$ cat config.mk
export PLATFORM = sky130hd
export DESIGN_NAME = nru_page_buffer_replacement
export DESIGN_NICKNAME = d
export VERILOG_FILES = /design/src/hw/rtl/nru_pkg.sv /design/src/hw/rtl/nru_slot_mem.sv /design/src/hw/rtl/nru_mod.sv /design/src/hw/rtl/nru_page_buffer_replacement.sv
export VERILOG_INCLUDE_DIRS = /design/src /design/src/hw/rtl
export SDC_FILE = /design/constraint.sdc
export NUM_CORES = 1
export LEC_CHECK = 0
export BUFFER_PORTS_ARGS = -buffer_cell sky130_fd_sc_hd__buf_2
export CORE_MARGIN = 2
export CORE_UTILIZATION = 65
export CTS_CLUSTER_DIAMETER = 30
export CTS_CLUSTER_SIZE = 16
export DETAILED_ROUTE_END_ITERATION = 16
export HOLD_SLACK_MARGIN = 0.1
export PLACE_DENSITY_LB_ADDON = 0.3
export REMOVE_ABC_BUFFERS = 1
export SETUP_SLACK_MARGIN = 0.15
export SYNTH_ARGS = -nofsm -noshare
export SYNTH_HDL_FRONTEND = slang
export SYNTH_SLANG_ARGS = --single-unit
$ cat constraint.sdc
create_clock -name clk -period 12.6 [get_ports clk]
set_clock_uncertainty 0.15 [all_clocks]
set_input_delay 0.63 -clock clk [delete_from_list [all_inputs] [get_ports clk]]
set_output_delay 0.63 -clock clk [all_outputs]
set_load 0.05 [all_outputs]
$ cat src/hw/rtl/nru_page_buffer_replacement_assert.svh
// ----------------------------------------------------------------------------
// nru page buffer assertion macros
// shared property shapes for the slot directory checks
// ----------------------------------------------------------------------------
`ifndef NRU_PAGE_BUFFER_REPLACEMENT_ASSERT_SVH
`define NRU_PAGE_BUFFER_REPLACEMENT_ASSERT_SVH

// same-cycle implication, checked outside reset
`define NRU_ASSERT_NOW(lbl, ante, cons, msg) \
  lbl: assert property (@(posedge clk) disable iff (!rst_n) (ante) |-> (cons)) \
    else $error(msg);

// next-cycle implication, checked outside reset
`define NRU_ASSERT_NEXT(lbl, ante, cons, msg) \
  lbl: assert property (@(posedge clk) disable iff (!rst_n) (ante) |=> (cons)) \
    else $error(msg);

`endif

$ cat src/hw/rtl/nru_pkg.sv
// ----------------------------------------------------------------------------
// nru_pkg
// shared constants and helpers of the nru page slot directory
// ----------------------------------------------------------------------------
`timescale 1ns / 1ps

package nru_pkg;

  // operation codes
  localparam logic [1:0] OP_ACCESS   = 2'd0;
  localparam logic [1:0] OP_DELETE   = 2'd1;
  localparam logic [1:0] OP_SET_ROOT = 2'd2;

  // use classes
  localparam logic [1:0] CLS_NONE     = 2'd0;
  localparam logic [1:0] CLS_MODIFIED = 2'd1;
  localparam logic [1:0] CLS_ACCESSED = 2'd2;
  localparam logic [1:0] CLS_BOTH     = 2'd3;

  // field widths of the stream words
  localparam int FIELD_PAGE_W  = 16;
  localparam int FIELD_SLOT_W  = 4;
  localparam int FIELD_COUNT_W = 32;
  localparam int IN_DATA_W     = 24;
  localparam int OUT_DATA_W    = 88;

  // tie-break lfsr
  localparam int               LFSR_W    = 16;
  localparam logic [LFSR_W-1:0] LFSR_SEED = 16'hACE1;

  typedef logic [1:0] cls_t;

  // fibonacci lfsr, taps 16,14,13,11
  function automatic logic [LFSR_W-1:0] lfsr_next(input logic [LFSR_W-1:0] s);
    logic fb;
    fb = s[0] ^ s[2] ^ s[3] ^ s[5];
    return {fb, s[LFSR_W-1:1]};
  endfunction

  // combine an access class into a stored class
  function automatic cls_t merge_class(input cls_t old_cls, input cls_t new_cls);
    cls_t res;
    res = new_cls;
    if (old_cls == CLS_BOTH) res = CLS_BOTH;
    if (old_cls == CLS_MODIFIED && new_cls == CLS_ACCESSED) res = CLS_BOTH;
    if (old_cls == CLS_ACCESSED && new_cls == CLS_MODIFIED) res = CLS_BOTH;
    return res;
  endfunction

endpackage

$ cat src/hw/rtl/nru_slot_mem.sv
// ----------------------------------------------------------------------------
// nru_slot_mem
// slot table: one write port, one read port with registered read data
// ----------------------------------------------------------------------------
`timescale 1ns / 1ps

module nru_slot_mem #(
  parameter int DEPTH = 5,
  parameter int WIDTH = 18
) (
  input  logic                     clk,
  input  logic                     we,
  input  logic [$clog2(DEPTH)-1:0] waddr,
  input  logic [WIDTH-1:0]         wdata,
  input  logic                     re,
  input  logic [$clog2(DEPTH)-1:0] raddr,
  output logic [WIDTH-1:0]         rdata
);

  logic [WIDTH-1:0] mem_r [DEPTH];
  logic [WIDTH-1:0] rdata_r;

  // write port
  always_ff @(posedge clk) begin
    if (we) begin
      mem_r[waddr] <= wdata;
    end
  end

  // read port, registered read data
  always_ff @(posedge clk) begin
    if (re) begin
      rdata_r <= mem_r[raddr];
    end
  end

  assign rdata = rdata_r;

endmodule

$ cat src/hw/rtl/nru_mod.sv
// ----------------------------------------------------------------------------
// nru_mod
// bit-serial remainder unit, one dividend bit per cycle
// ----------------------------------------------------------------------------
`timescale 1ns / 1ps

module nru_mod #(
  parameter int DVD_W = 16,
  parameter int DIV_W = 3
) (
  input  logic             clk,
  input  logic             rst_n,
  input  logic             start,
  input  logic [DVD_W-1:0] dividend,
  input  logic [DIV_W-1:0] divisor,
  output logic             done,
  output logic [DIV_W-1:0] remainder
);

  localparam int STEP_W = $clog2(DVD_W + 1);

  logic              busy_r, busy_nxt;
  logic              done_r, done_nxt;
  logic [STEP_W-1:0] step_r, step_nxt;
  logic [DVD_W-1:0]  dvd_r, dvd_nxt;
  logic [DIV_W-1:0]  div_r, div_nxt;
  logic [DIV_W-1:0]  rem_r, rem_nxt;
  logic [DIV_W:0]    trial;

  // restoring step: bring in next bit, subtract when it fits
  always_comb begin
    busy_nxt = busy_r;
    done_nxt = 1'b0;
    step_nxt = step_r;
    dvd_nxt  = dvd_r;
    div_nxt  = div_r;
    rem_nxt  = rem_r;
    trial    = {rem_r, dvd_r[DVD_W-1]};
    if (start) begin
      busy_nxt = 1'b1;
      step_nxt = '0;
      dvd_nxt  = dividend;
      div_nxt  = divisor;
      rem_nxt  = '0;
    end else if (busy_r) begin
      dvd_nxt  = {dvd_r[DVD_W-2:0], 1'b0};
      if (trial >= {1'b0, div_r}) begin
        rem_nxt = DIV_W'(trial - {1'b0, div_r});
      end else begin
        rem_nxt = DIV_W'(trial);
      end
      step_nxt = step_r + 1'b1;
      if (step_r == STEP_W'(DVD_W - 1)) begin
        busy_nxt = 1'b0;
        done_nxt = 1'b1;
      end
    end
  end

  // control state
  always_ff @(posedge clk) begin
    if (!rst_n) begin
      busy_r <= 1'b0;
      done_r <= 1'b0;
      step_r <= '0;
    end else begin
      busy_r <= busy_nxt;
      done_r <= done_nxt;
      step_r <= step_nxt;
    end
  end

  // operands
  always_ff @(posedge clk) begin
    dvd_r <= dvd_nxt;
    div_r <= div_nxt;
    rem_r <= rem_nxt;
  end

  assign done      = done_r;
  assign remainder = rem_r;

endmodule

$ cat src/hw/rtl/nru_page_buffer_replacement.sv
// ----------------------------------------------------------------------------
// nru_page_buffer_replacement
// page slot directory with not-recently-used replacement
//
//   channel  dir  ports                          word
//   in       in   in_tvalid/in_tready/in_tdata   operation, page_number, use_kind
//   out      out  out_tvalid/out_tready/out_tdata hit .. fault_count
//
// one word at a time; a scan reads every slot from the slot memory, one slot
// per cycle, for hits, fills, deletes and root changes alike. an eviction adds
// a bit-serial remainder for the random tie break and a second slot pass.
// reset is synchronous, active low; slot 0 then holds root page 0, class 1.
// input is taken again while a result waits in the output register; a stalled
// output holds the next result in the final state until the register frees.
// ----------------------------------------------------------------------------
`timescale 1ns / 1ps
`include "nru_page_buffer_replacement_assert.svh"

module nru_page_buffer_replacement
  import nru_pkg::*;
#(
  parameter int SLOTS     = 5,
  parameter int PAGE_BITS = 16
) (
  input  logic                  clk,
  input  logic                  rst_n,
  input  logic                  in_tvalid,
  output logic                  in_tready,
  // operation[1:0], page_number[17:2], use_kind[19:18], zero fill
  input  logic [IN_DATA_W-1:0]  in_tdata,
  output logic                  out_tvalid,
  input  logic                  out_tready,
  // hit[0], slot[4:1], found[5], writeback[6], writeback_page[22:7],
  // hit_count[54:23], fault_count[86:55], zero fill
  output logic [OUT_DATA_W-1:0] out_tdata
);

  localparam int SLOT_W = $clog2(SLOTS);
  localparam int ENT_W  = PAGE_BITS + 2;

  localparam logic [3:0] ST_IDLE   = 4'd0;
  localparam logic [3:0] ST_SCAN   = 4'd1;
  localparam logic [3:0] ST_SLAST  = 4'd2;
  localparam logic [3:0] ST_DECIDE = 4'd3;
  localparam logic [3:0] ST_MOD    = 4'd4;
  localparam logic [3:0] ST_PICK   = 4'd5;
  localparam logic [3:0] ST_PLAST  = 4'd6;
  localparam logic [3:0] ST_VWR    = 4'd7;
  localparam logic [3:0] ST_OUT    = 4'd8;

  localparam logic [SLOT_W-1:0] LAST_SLOT = SLOT_W'(SLOTS - 1);

  // control state
  logic [3:0]        state_r, state_nxt;
  logic [SLOT_W-1:0] cnt_r, cnt_nxt;
  logic              rd_vld_r, rd_vld_nxt;
  logic              rd_p2_r, rd_p2_nxt;
  logic [SLOTS-1:0]  slot_valid_r, slot_valid_nxt;
  logic [SLOTS-1:0]  wr_done_r, wr_done_nxt;
  logic [LFSR_W-1:0] lfsr_r, lfsr_nxt;
  logic [FIELD_COUNT_W-1:0] hits_r, hits_nxt;
  logic [FIELD_COUNT_W-1:0] faults_r, faults_nxt;
  logic              out_valid_r, out_valid_nxt;

  // request and scan payload
  logic [1:0]           op_r, op_nxt;
  logic [PAGE_BITS-1:0] page_r, page_nxt;
  cls_t                 kind_r, kind_nxt;
  logic [SLOT_W-1:0]    rd_idx_r, rd_idx_nxt;
  logic                 mt_fnd_r, mt_fnd_nxt;
  logic [SLOT_W-1:0]    mt_idx_r, mt_idx_nxt;
  cls_t                 mt_cls_r, mt_cls_nxt;
  logic                 emp_fnd_r, emp_fnd_nxt;
  logic [SLOT_W-1:0]    emp_idx_r, emp_idx_nxt;
  cls_t                 min_cls_r, min_cls_nxt;
  logic [SLOT_W-1:0]    cls_cnt_r [4];
  logic [SLOT_W-1:0]    cls_cnt_nxt [4];
  logic [PAGE_BITS-1:0] root_page_r, root_page_nxt;
  cls_t                 root_cls_r, root_cls_nxt;
  logic [SLOT_W-1:0]    tgt_r, tgt_nxt;
  logic                 vic_fnd_r, vic_fnd_nxt;
  logic [SLOT_W-1:0]    vic_idx_r, vic_idx_nxt;
  logic [PAGE_BITS-1:0] vic_page_r, vic_page_nxt;

  // result fields
  logic                 res_hit_r, res_hit_nxt;
  logic [SLOT_W-1:0]    res_slot_r, res_slot_nxt;
  logic                 res_found_r, res_found_nxt;
  logic                 res_wb_r, res_wb_nxt;
  logic [PAGE_BITS-1:0] res_wbp_r, res_wbp_nxt;
  logic [OUT_DATA_W-1:0] out_data_r, out_data_nxt;

  // memory and remainder unit
  logic                 mem_we, mem_re;
  logic [SLOT_W-1:0]    mem_waddr, mem_raddr;
  logic [ENT_W-1:0]     mem_wdata, mem_rdata;
  logic                 mod_start, mod_done;
  logic [LFSR_W-1:0]    mod_dvd;
  logic [SLOT_W-1:0]    mod_rem;

  // effective read data: unwritten entries read as their reset value
  logic [PAGE_BITS-1:0] rd_page;
  cls_t                 rd_cls;
  logic                 in_acc;

  assign in_acc    = in_tvalid && in_tready;
  assign in_tready = rst_n && (state_r == ST_IDLE);

  always_comb begin
    if (wr_done_r[rd_idx_r]) begin
      rd_page = mem_rdata[PAGE_BITS-1:0];
      rd_cls  = mem_rdata[ENT_W-1:PAGE_BITS];
    end else begin
      rd_page = '0;
      rd_cls  = (rd_idx_r == '0) ? CLS_MODIFIED : CLS_NONE;
    end
  end

  nru_slot_mem #(
    .DEPTH (SLOTS),
    .WIDTH (ENT_W)
  ) u_mem (
    .clk   (clk),
    .we    (mem_we),
    .waddr (mem_waddr),
    .wdata (mem_wdata),
    .re    (mem_re),
    .raddr (mem_raddr),
    .rdata (mem_rdata)
  );

  nru_mod #(
    .DVD_W (LFSR_W),
    .DIV_W (SLOT_W)
  ) u_mod (
    .clk       (clk),
    .rst_n     (rst_n),
    .start     (mod_start),
    .dividend  (mod_dvd),
    .divisor   (cls_cnt_r[min_cls_r]),
    .done      (mod_done),
    .remainder (mod_rem)
  );

  assign mod_dvd = lfsr_next(lfsr_r);

  // sequencer: scan, decide, optional tie break and second pass, write back
  always_comb begin
    state_nxt      = state_r;
    cnt_nxt        = cnt_r;
    rd_vld_nxt     = 1'b0;
    rd_p2_nxt      = rd_p2_r;
    rd_idx_nxt     = rd_idx_r;
    slot_valid_nxt = slot_valid_r;
    wr_done_nxt    = wr_done_r;
    lfsr_nxt       = lfsr_r;
    hits_nxt       = hits_r;
    faults_nxt     = faults_r;
    out_valid_nxt  = out_valid_r && !out_tready;
    op_nxt         = op_r;
    page_nxt       = page_r;
    kind_nxt       = kind_r;
    mt_fnd_nxt     = mt_fnd_r;
    mt_idx_nxt     = mt_idx_r;
    mt_cls_nxt     = mt_cls_r;
    emp_fnd_nxt    = emp_fnd_r;
    emp_idx_nxt    = emp_idx_r;
    min_cls_nxt    = min_cls_r;
    cls_cnt_nxt    = cls_cnt_r;
    root_page_nxt  = root_page_r;
    root_cls_nxt   = root_cls_r;
    tgt_nxt        = tgt_r;
    vic_fnd_nxt    = vic_fnd_r;
    vic_idx_nxt    = vic_idx_r;
    vic_page_nxt   = vic_page_r;
    res_hit_nxt    = res_hit_r;
    res_slot_nxt   = res_slot_r;
    res_found_nxt  = res_found_r;
    res_wb_nxt     = res_wb_r;
    res_wbp_nxt    = res_wbp_r;
    out_data_nxt   = out_data_r;
    mem_we         = 1'b0;
    mem_waddr      = '0;
    mem_wdata      = '0;
    mem_re         = 1'b0;
    mem_raddr      = cnt_r;
    mod_start      = 1'b0;

    // first pass: match, first free slot, lowest class and class counts
    if (rd_vld_r && !rd_p2_r) begin
      if (rd_idx_r == '0) begin
        root_page_nxt = rd_page;
        root_cls_nxt  = rd_cls;
      end
      if (!mt_fnd_r && slot_valid_r[rd_idx_r] && rd_page == page_r &&
          (op_r == OP_ACCESS || rd_idx_r != '0)) begin
        mt_fnd_nxt = 1'b1;
        mt_idx_nxt = rd_idx_r;
        mt_cls_nxt = rd_cls;
      end
      if (rd_idx_r != '0) begin
        if (!emp_fnd_r && !slot_valid_r[rd_idx_r]) begin
          emp_fnd_nxt = 1'b1;
          emp_idx_nxt = rd_idx_r;
        end
        if (rd_cls < min_cls_r) begin
          min_cls_nxt = rd_cls;
        end
        cls_cnt_nxt[rd_cls] = cls_cnt_r[rd_cls] + 1'b1;
      end
    end

    // second pass: count down to the chosen slot of lowest class
    if (rd_vld_r && rd_p2_r && !vic_fnd_r && rd_cls == min_cls_r) begin
      if (tgt_r == '0) begin
        vic_fnd_nxt  = 1'b1;
        vic_idx_nxt  = rd_idx_r;
        vic_page_nxt = rd_page;
      end else begin
        tgt_nxt = tgt_r - 1'b1;
      end
    end

    case (state_r)
      ST_IDLE: begin
        if (in_acc) begin
          op_nxt        = in_tdata[1:0];
          page_nxt      = PAGE_BITS'(in_tdata[FIELD_PAGE_W+1:2]);
          kind_nxt      = in_tdata[FIELD_PAGE_W+3:FIELD_PAGE_W+2];
          mt_fnd_nxt    = 1'b0;
          emp_fnd_nxt   = 1'b0;
          vic_fnd_nxt   = 1'b0;
          min_cls_nxt   = CLS_BOTH;
          for (int c = 0; c < 4; c++) begin
            cls_cnt_nxt[c] = '0;
          end
          res_hit_nxt   = 1'b0;
          res_slot_nxt  = '0;
          res_found_nxt = 1'b0;
          res_wb_nxt    = 1'b0;
          res_wbp_nxt   = '0;
          cnt_nxt       = '0;
          state_nxt     = ST_SCAN;
        end
      end

      ST_SCAN: begin
        mem_re     = 1'b1;
        rd_vld_nxt = 1'b1;
        rd_p2_nxt  = 1'b0;
        rd_idx_nxt = cnt_r;
        cnt_nxt    = cnt_r + 1'b1;
        if (cnt_r == LAST_SLOT) begin
          state_nxt = ST_SLAST;
        end
      end

      ST_SLAST: begin
        state_nxt = ST_DECIDE;
      end

      ST_DECIDE: begin
        state_nxt = ST_OUT;
        case (op_r)
          OP_ACCESS: begin
            if (mt_fnd_r) begin
              mem_we       = 1'b1;
              mem_waddr    = mt_idx_r;
              mem_wdata    = {merge_class(mt_cls_r, kind_r), page_r};
              wr_done_nxt[mt_idx_r] = 1'b1;
              hits_nxt     = hits_r + 1'b1;
              res_hit_nxt  = 1'b1;
              res_slot_nxt = mt_idx_r;
            end else if (emp_fnd_r) begin
              mem_we       = 1'b1;
              mem_waddr    = emp_idx_r;
              mem_wdata    = {kind_r, page_r};
              wr_done_nxt[emp_idx_r]    = 1'b1;
              slot_valid_nxt[emp_idx_r] = 1'b1;
              faults_nxt   = faults_r + 1'b1;
              res_slot_nxt = emp_idx_r;
            end else begin
              lfsr_nxt  = lfsr_next(lfsr_r);
              mod_start = 1'b1;
              state_nxt = ST_MOD;
            end
          end
          OP_DELETE: begin
            if (mt_fnd_r) begin
              slot_valid_nxt[mt_idx_r] = 1'b0;
              res_found_nxt = 1'b1;
              res_slot_nxt  = mt_idx_r;
            end
          end
          OP_SET_ROOT: begin
            mem_we         = 1'b1;
            mem_waddr      = '0;
            mem_wdata      = {root_cls_r, page_r};
            wr_done_nxt[0] = 1'b1;
            faults_nxt     = faults_r + 1'b1;
            res_wb_nxt     = 1'b1;
            res_wbp_nxt    = root_page_r;
          end
          default: begin
          end
        endcase
      end

      ST_MOD: begin
        if (mod_done) begin
          tgt_nxt   = mod_rem;
          cnt_nxt   = SLOT_W'(1);
          state_nxt = ST_PICK;
        end
      end

      ST_PICK: begin
        mem_re     = 1'b1;
        rd_vld_nxt = 1'b1;
        rd_p2_nxt  = 1'b1;
        rd_idx_nxt = cnt_r;
        cnt_nxt    = cnt_r + 1'b1;
        if (cnt_r == LAST_SLOT) begin
          state_nxt = ST_PLAST;
        end
      end

      ST_PLAST: begin
        state_nxt = ST_VWR;
      end

      ST_VWR: begin
        mem_we       = 1'b1;
        mem_waddr    = vic_idx_r;
        mem_wdata    = {kind_r, page_r};
        wr_done_nxt[vic_idx_r]    = 1'b1;
        slot_valid_nxt[vic_idx_r] = 1'b1;
        faults_nxt   = faults_r + 1'b1;
        res_slot_nxt = vic_idx_r;
        res_wb_nxt   = 1'b1;
        res_wbp_nxt  = vic_page_r;
        state_nxt    = ST_OUT;
      end

      ST_OUT: begin
        if (!out_valid_r || out_tready) begin
          out_valid_nxt = 1'b1;
          out_data_nxt  = {1'b0, faults_r, hits_r,
                           FIELD_PAGE_W'(res_wbp_r), res_wb_r, res_found_r,
                           FIELD_SLOT_W'(res_slot_r), res_hit_r};
          state_nxt     = ST_IDLE;
        end
      end

      default: begin
        state_nxt = ST_IDLE;
      end
    endcase
  end

  // control registers
  always_ff @(posedge clk) begin
    if (!rst_n) begin
      state_r      <= ST_IDLE;
      cnt_r        <= '0;
      rd_vld_r     <= 1'b0;
      slot_valid_r <= SLOTS'(1);
      wr_done_r    <= '0;
      lfsr_r       <= LFSR_SEED;
      hits_r       <= '0;
      faults_r     <= '0;
      out_valid_r  <= 1'b0;
    end else begin
      state_r      <= state_nxt;
      cnt_r        <= cnt_nxt;
      rd_vld_r     <= rd_vld_nxt;
      slot_valid_r <= slot_valid_nxt;
      wr_done_r    <= wr_done_nxt;
      lfsr_r       <= lfsr_nxt;
      hits_r       <= hits_nxt;
      faults_r     <= faults_nxt;
      out_valid_r  <= out_valid_nxt;
    end
  end

  // payload registers
  always_ff @(posedge clk) begin
    rd_p2_r     <= rd_p2_nxt;
    rd_idx_r    <= rd_idx_nxt;
    op_r        <= op_nxt;
    page_r      <= page_nxt;
    kind_r      <= kind_nxt;
    mt_fnd_r    <= mt_fnd_nxt;
    mt_idx_r    <= mt_idx_nxt;
    mt_cls_r    <= mt_cls_nxt;
    emp_fnd_r   <= emp_fnd_nxt;
    emp_idx_r   <= emp_idx_nxt;
    min_cls_r   <= min_cls_nxt;
    cls_cnt_r   <= cls_cnt_nxt;
    root_page_r <= root_page_nxt;
    root_cls_r  <= root_cls_nxt;
    tgt_r       <= tgt_nxt;
    vic_fnd_r   <= vic_fnd_nxt;
    vic_idx_r   <= vic_idx_nxt;
    vic_page_r  <= vic_page_nxt;
    res_hit_r   <= res_hit_nxt;
    res_slot_r  <= res_slot_nxt;
    res_found_r <= res_found_nxt;
    res_wb_r    <= res_wb_nxt;
    res_wbp_r   <= res_wbp_nxt;
    out_data_r  <= out_data_nxt;
  end

  assign out_tvalid = out_valid_r;
  assign out_tdata  = out_data_r;

  // checks
  `NRU_ASSERT_NOW(a_root_valid, 1'b1, slot_valid_r[0], "root slot lost its valid bit")
  `NRU_ASSERT_NOW(a_mod_in_wait, mod_done, state_r == ST_MOD, "remainder done outside tie wait")
  `NRU_ASSERT_NOW(a_victim_ready, state_r == ST_VWR, vic_fnd_r, "eviction without a victim")
  `NRU_ASSERT_NEXT(a_out_load, state_r == ST_OUT && (!out_valid_r || out_tready), out_tvalid && state_r == ST_IDLE, "result word not loaded")

endmodule
==> flow_summary.toml <==
[status]
status = "complete, no violations"

[worst_setup_path]
r2r_end = "mt_cls_r[1]$_DFFE_PP_"
crit_arrival_ps = 3860
r2r_start = "rd_idx_r[1]$_DFFE_PN_"
required_ps = 12610
startpoint_type = "register"
critical_path_class = "register to register"
reg2reg_slack_ps = 8750
end_kind = "register"
r2r.worst_path.cells = 6
cp_max_fo = 18

[synthesis]
synth_most_common_cell = "edfxtp_1"
synth_common_cells = "edfxtp_1 (304), dfxtp_1 (129), nand2_1 (127)"
ys_ff_latch = 433
synth_top_area_share_pct = 51.9
synth_area_leaders = "edfxtp_1 (52%), dfxtp_1 (15%), mux4_2 (2.8%), nand2_1 (2.7%), and2_1 (2.6%)"
ys_warn_count = 0
yosys.area.top_type = "edfxtp_1"
yosysSeqAreaShare_pct = 66.6
synth_cell_types = 77
synth_cells = 1299
synth_flop_cell = "edfxtp_1"
avgSynthCellArea_um2 = 13.5
synth_edf_count = 304
syn_area_mm2 = 0.0176
async_flop_share_pct = 0

[min_path]
hold_path_class = "input pin to register"
min_to = "page_r[7]$_DFFE_PP_"
hp-start = "in_tdata[9]"
hold_depth = 1

[cells_and_area]
antennaDiodeCount = 0
final_nets = 1509
syn2layout_area_growth_pct = 20.9
fin_cells = 1868
final_util_pct = 79.3
drive_above_1_share_pct = 22.0

[routing]
drcViolationCount = 0
topRoutingLayerUsed = "met4"
dr.first_iter.drc_count = 1049
vias = 10900
vias_per_cell = 5.86
routedWlPerCell_um = 18.5
wl_met2_um = 17000
firstDrtPassIters = 6
wl_um = 34600
final_antenna_net_count = 0
wl_met1_um = 14500
route.met3.wl_um = 2300

[floorplanning]
num_io_pins = 118
start_util_pct = 65.6
row_count = 60
core-area_mm2 = 0.0268
fp.dieW_um = 169
die_h_um = 169
die-area_mm2 = 0.0284

[timing]
worst_pin_slew_ps = 1200
relSlewSlack_pct = 19.4
hold_violations = 0
setup_viol = 0
slew_violations = 0
fin_setup_tns_ps = 0
rsz0062_at_grt = "false"
fin_worst_hold_slack_ps = 111
fmax_ghz = 0.260
fin_crit_ps = 3850
fin_crit_sh_pct = 30.5
worst_slack_ps = 8750

[global_routing]
grt_pass1_wl_um = 55300
grt_use_total_pct = 24.6
grt_pass1_vias = 10900
antenna_found_initial = 0
grt_max_degree = 87
grt_overflow = 0

[cts]
post_cts.repair.setup_buffers = 0
clkSlewWorstSetupHoldPaths_ps = 50
cts_buffer_depth = 3
cts_max_level = 3
cts_root_buffer = "clkbuf_16"
clkLatencyLatePin_ps = 560
clock_sinks = 433
cts_made_buffers = 74
cts_tree = "built"

[job]
cap_viol_max_count = 0

[power]
ir_drop_uv = 171
switching_power_mw = 0.741
p_seq_share_pct = 42.1
power_leakage_nw = 7.82
p_int_mw = 2.92
power_switching_share_pct = 20.2
p_per_area_mw_per_mm2 = 172
combPwrFrac_pct = 1.9
clkPwrFrac_pct = 56.0

[place]
place_ws_ps = 8760
dp_cells = 1716
place_hpwl_um = 20000
buffer_ports.inserted = 111
place.gp.congestion = 0.882
worst max-delay path, stage by stage, from the launching register on:
cell and delay [ps]:
edfxtp_1 600, nor2_1 260, a32oi_1 250, nand2_1 470
a22oi_1 140, or4_1 640, nor4_1 940
layer usage:
| metal | GRT usage, % | vias to the layer above |
|---|---|---|
| met5 | 0 | - |
| met4 | 9.41 | 0 |
| met3 | 4.63 | 75 |
| met2 | 40.7 | 458 |
| met1 | 32.8 | 5277 |
| li1 | - | 5132 |
power groups by stage:
stage / clock [mW] / combinational, mW / sequential [mW]
2_1_floorplan: 0 / 0.0431 / 1.56
3_5_place_dp: 0 / 0.0653 / 1.57
6_report: 2.05 / 0.0709 / 1.54
5_1_grt: 2.14 / 0.0780 / 1.54
3_3_place_gp: 0 / 0.0631 / 1.57
4_1_cts: 2.07 / 0.0707 / 1.54
kinds of logic (layout without fill, tap and decap cells):
kind of cell | after synthesis | in the layout | synth area share (%)
buffers and inverters | 82 | 309 | 2.15
AOI/OAI and AO/OA | 166 | 166 | 7.04
xor gates and xnor gates | 61 | 61 | 3.04
adders and majority gates | 16 | 16 | 1.18
other | 1 | 2 | 0.0213
DFF | 433 | 433 | 66.6
muxes | 79 | 79 | 6.21
and+or+nand+nor | 461 | 461 | 13.8
layout make-up:
cell class              instances  area, µm²
clock buffers                  91       2040
clock inverters                47        583
fillers                      1416       5540
inverters                      29        121
multi-input cells             785       5560
flip-flops and latches        433      11700
well taps                     341        427
repair buffers                142        826
worst max-delay path by stage:
| stage | to | slack (ps) | depth (start not counted) | startpoint |
|---|---|---|---|---|
| after CTS | mt_cls_r[0]$_DFFE_PP_ | 8770 | 6 | rd_idx_r[1]$_DFFE_PN_ |
| final | mt_cls_r[1]$_DFFE_PP_ | 8750 | 6 | rd_idx_r[1]$_DFFE_PN_ |
| after global placement | mt_cls_r[0]$_DFFE_PP_ | 8860 | 6 | rd_idx_r[1]$_DFFE_PN_ |
| after detailed placement | u_mem.mem_r[2][12]$_DFFE_PP_ | 8760 | 6 | state_r[0]$_SDFFE_PN0P_ |
| after floorplan | out_tdata[0]$_DFFE_PP_ | 7180 | 3 | state_r[2]$_SDFFE_PN0P_ |
| after global routing | mt_cls_r[1]$_DFFE_PP_ | 8490 | 6 | rd_idx_r[1]$_DFFE_PN_ |
timing repair:
action | 4_1_cts | 5_1_grt
gates resized for setup | 0 | 0
hold buffers | 14 | 0
endpoints found under the hold margin | 14 | 0
through the flow:
stage	area [µm²]	total power, mW
6_report	21300	3.67
5_1_grt	21300	3.76
4_1_cts	21300	3.68
3_5_place_dp	18500	1.63
3_3_place_gp	18500	1.63
2_1_floorplan	17300	1.61
flip-flops by register name (all words and copies together), names as in the netlist, 4 cells and up:
register      flops
slot_valid_r      5
u_mem.rdata      18
u_mod.dvd_r      16
vic_page_r       16
res_wbp_r        16
u_mem.mem_r      90
u_mod.step_r      5
root_page_r      16
state_r           4
out_tdata        86
cls_cnt_r        12
wr_done_r         5
hits_r           32
lfsr_r           16
faults_r         32
page_r           16
layout by cell type (no fill, tap or decap), drive strengths merged, types with 36 or more instances in the layout:
cell / synthesis / routed
edfxtp: 304 / 304
dfxtp: 129 / 129
nand2: 128 / 128
buf: 19 / 128
clkbuf: 34 / 91
nor2: 77 / 77
and2: 73 / 73
xnor2: 45 / 45
nand3: 42 / 42
mux2i: 36 / 36
(Power assumes the default switching activity.)
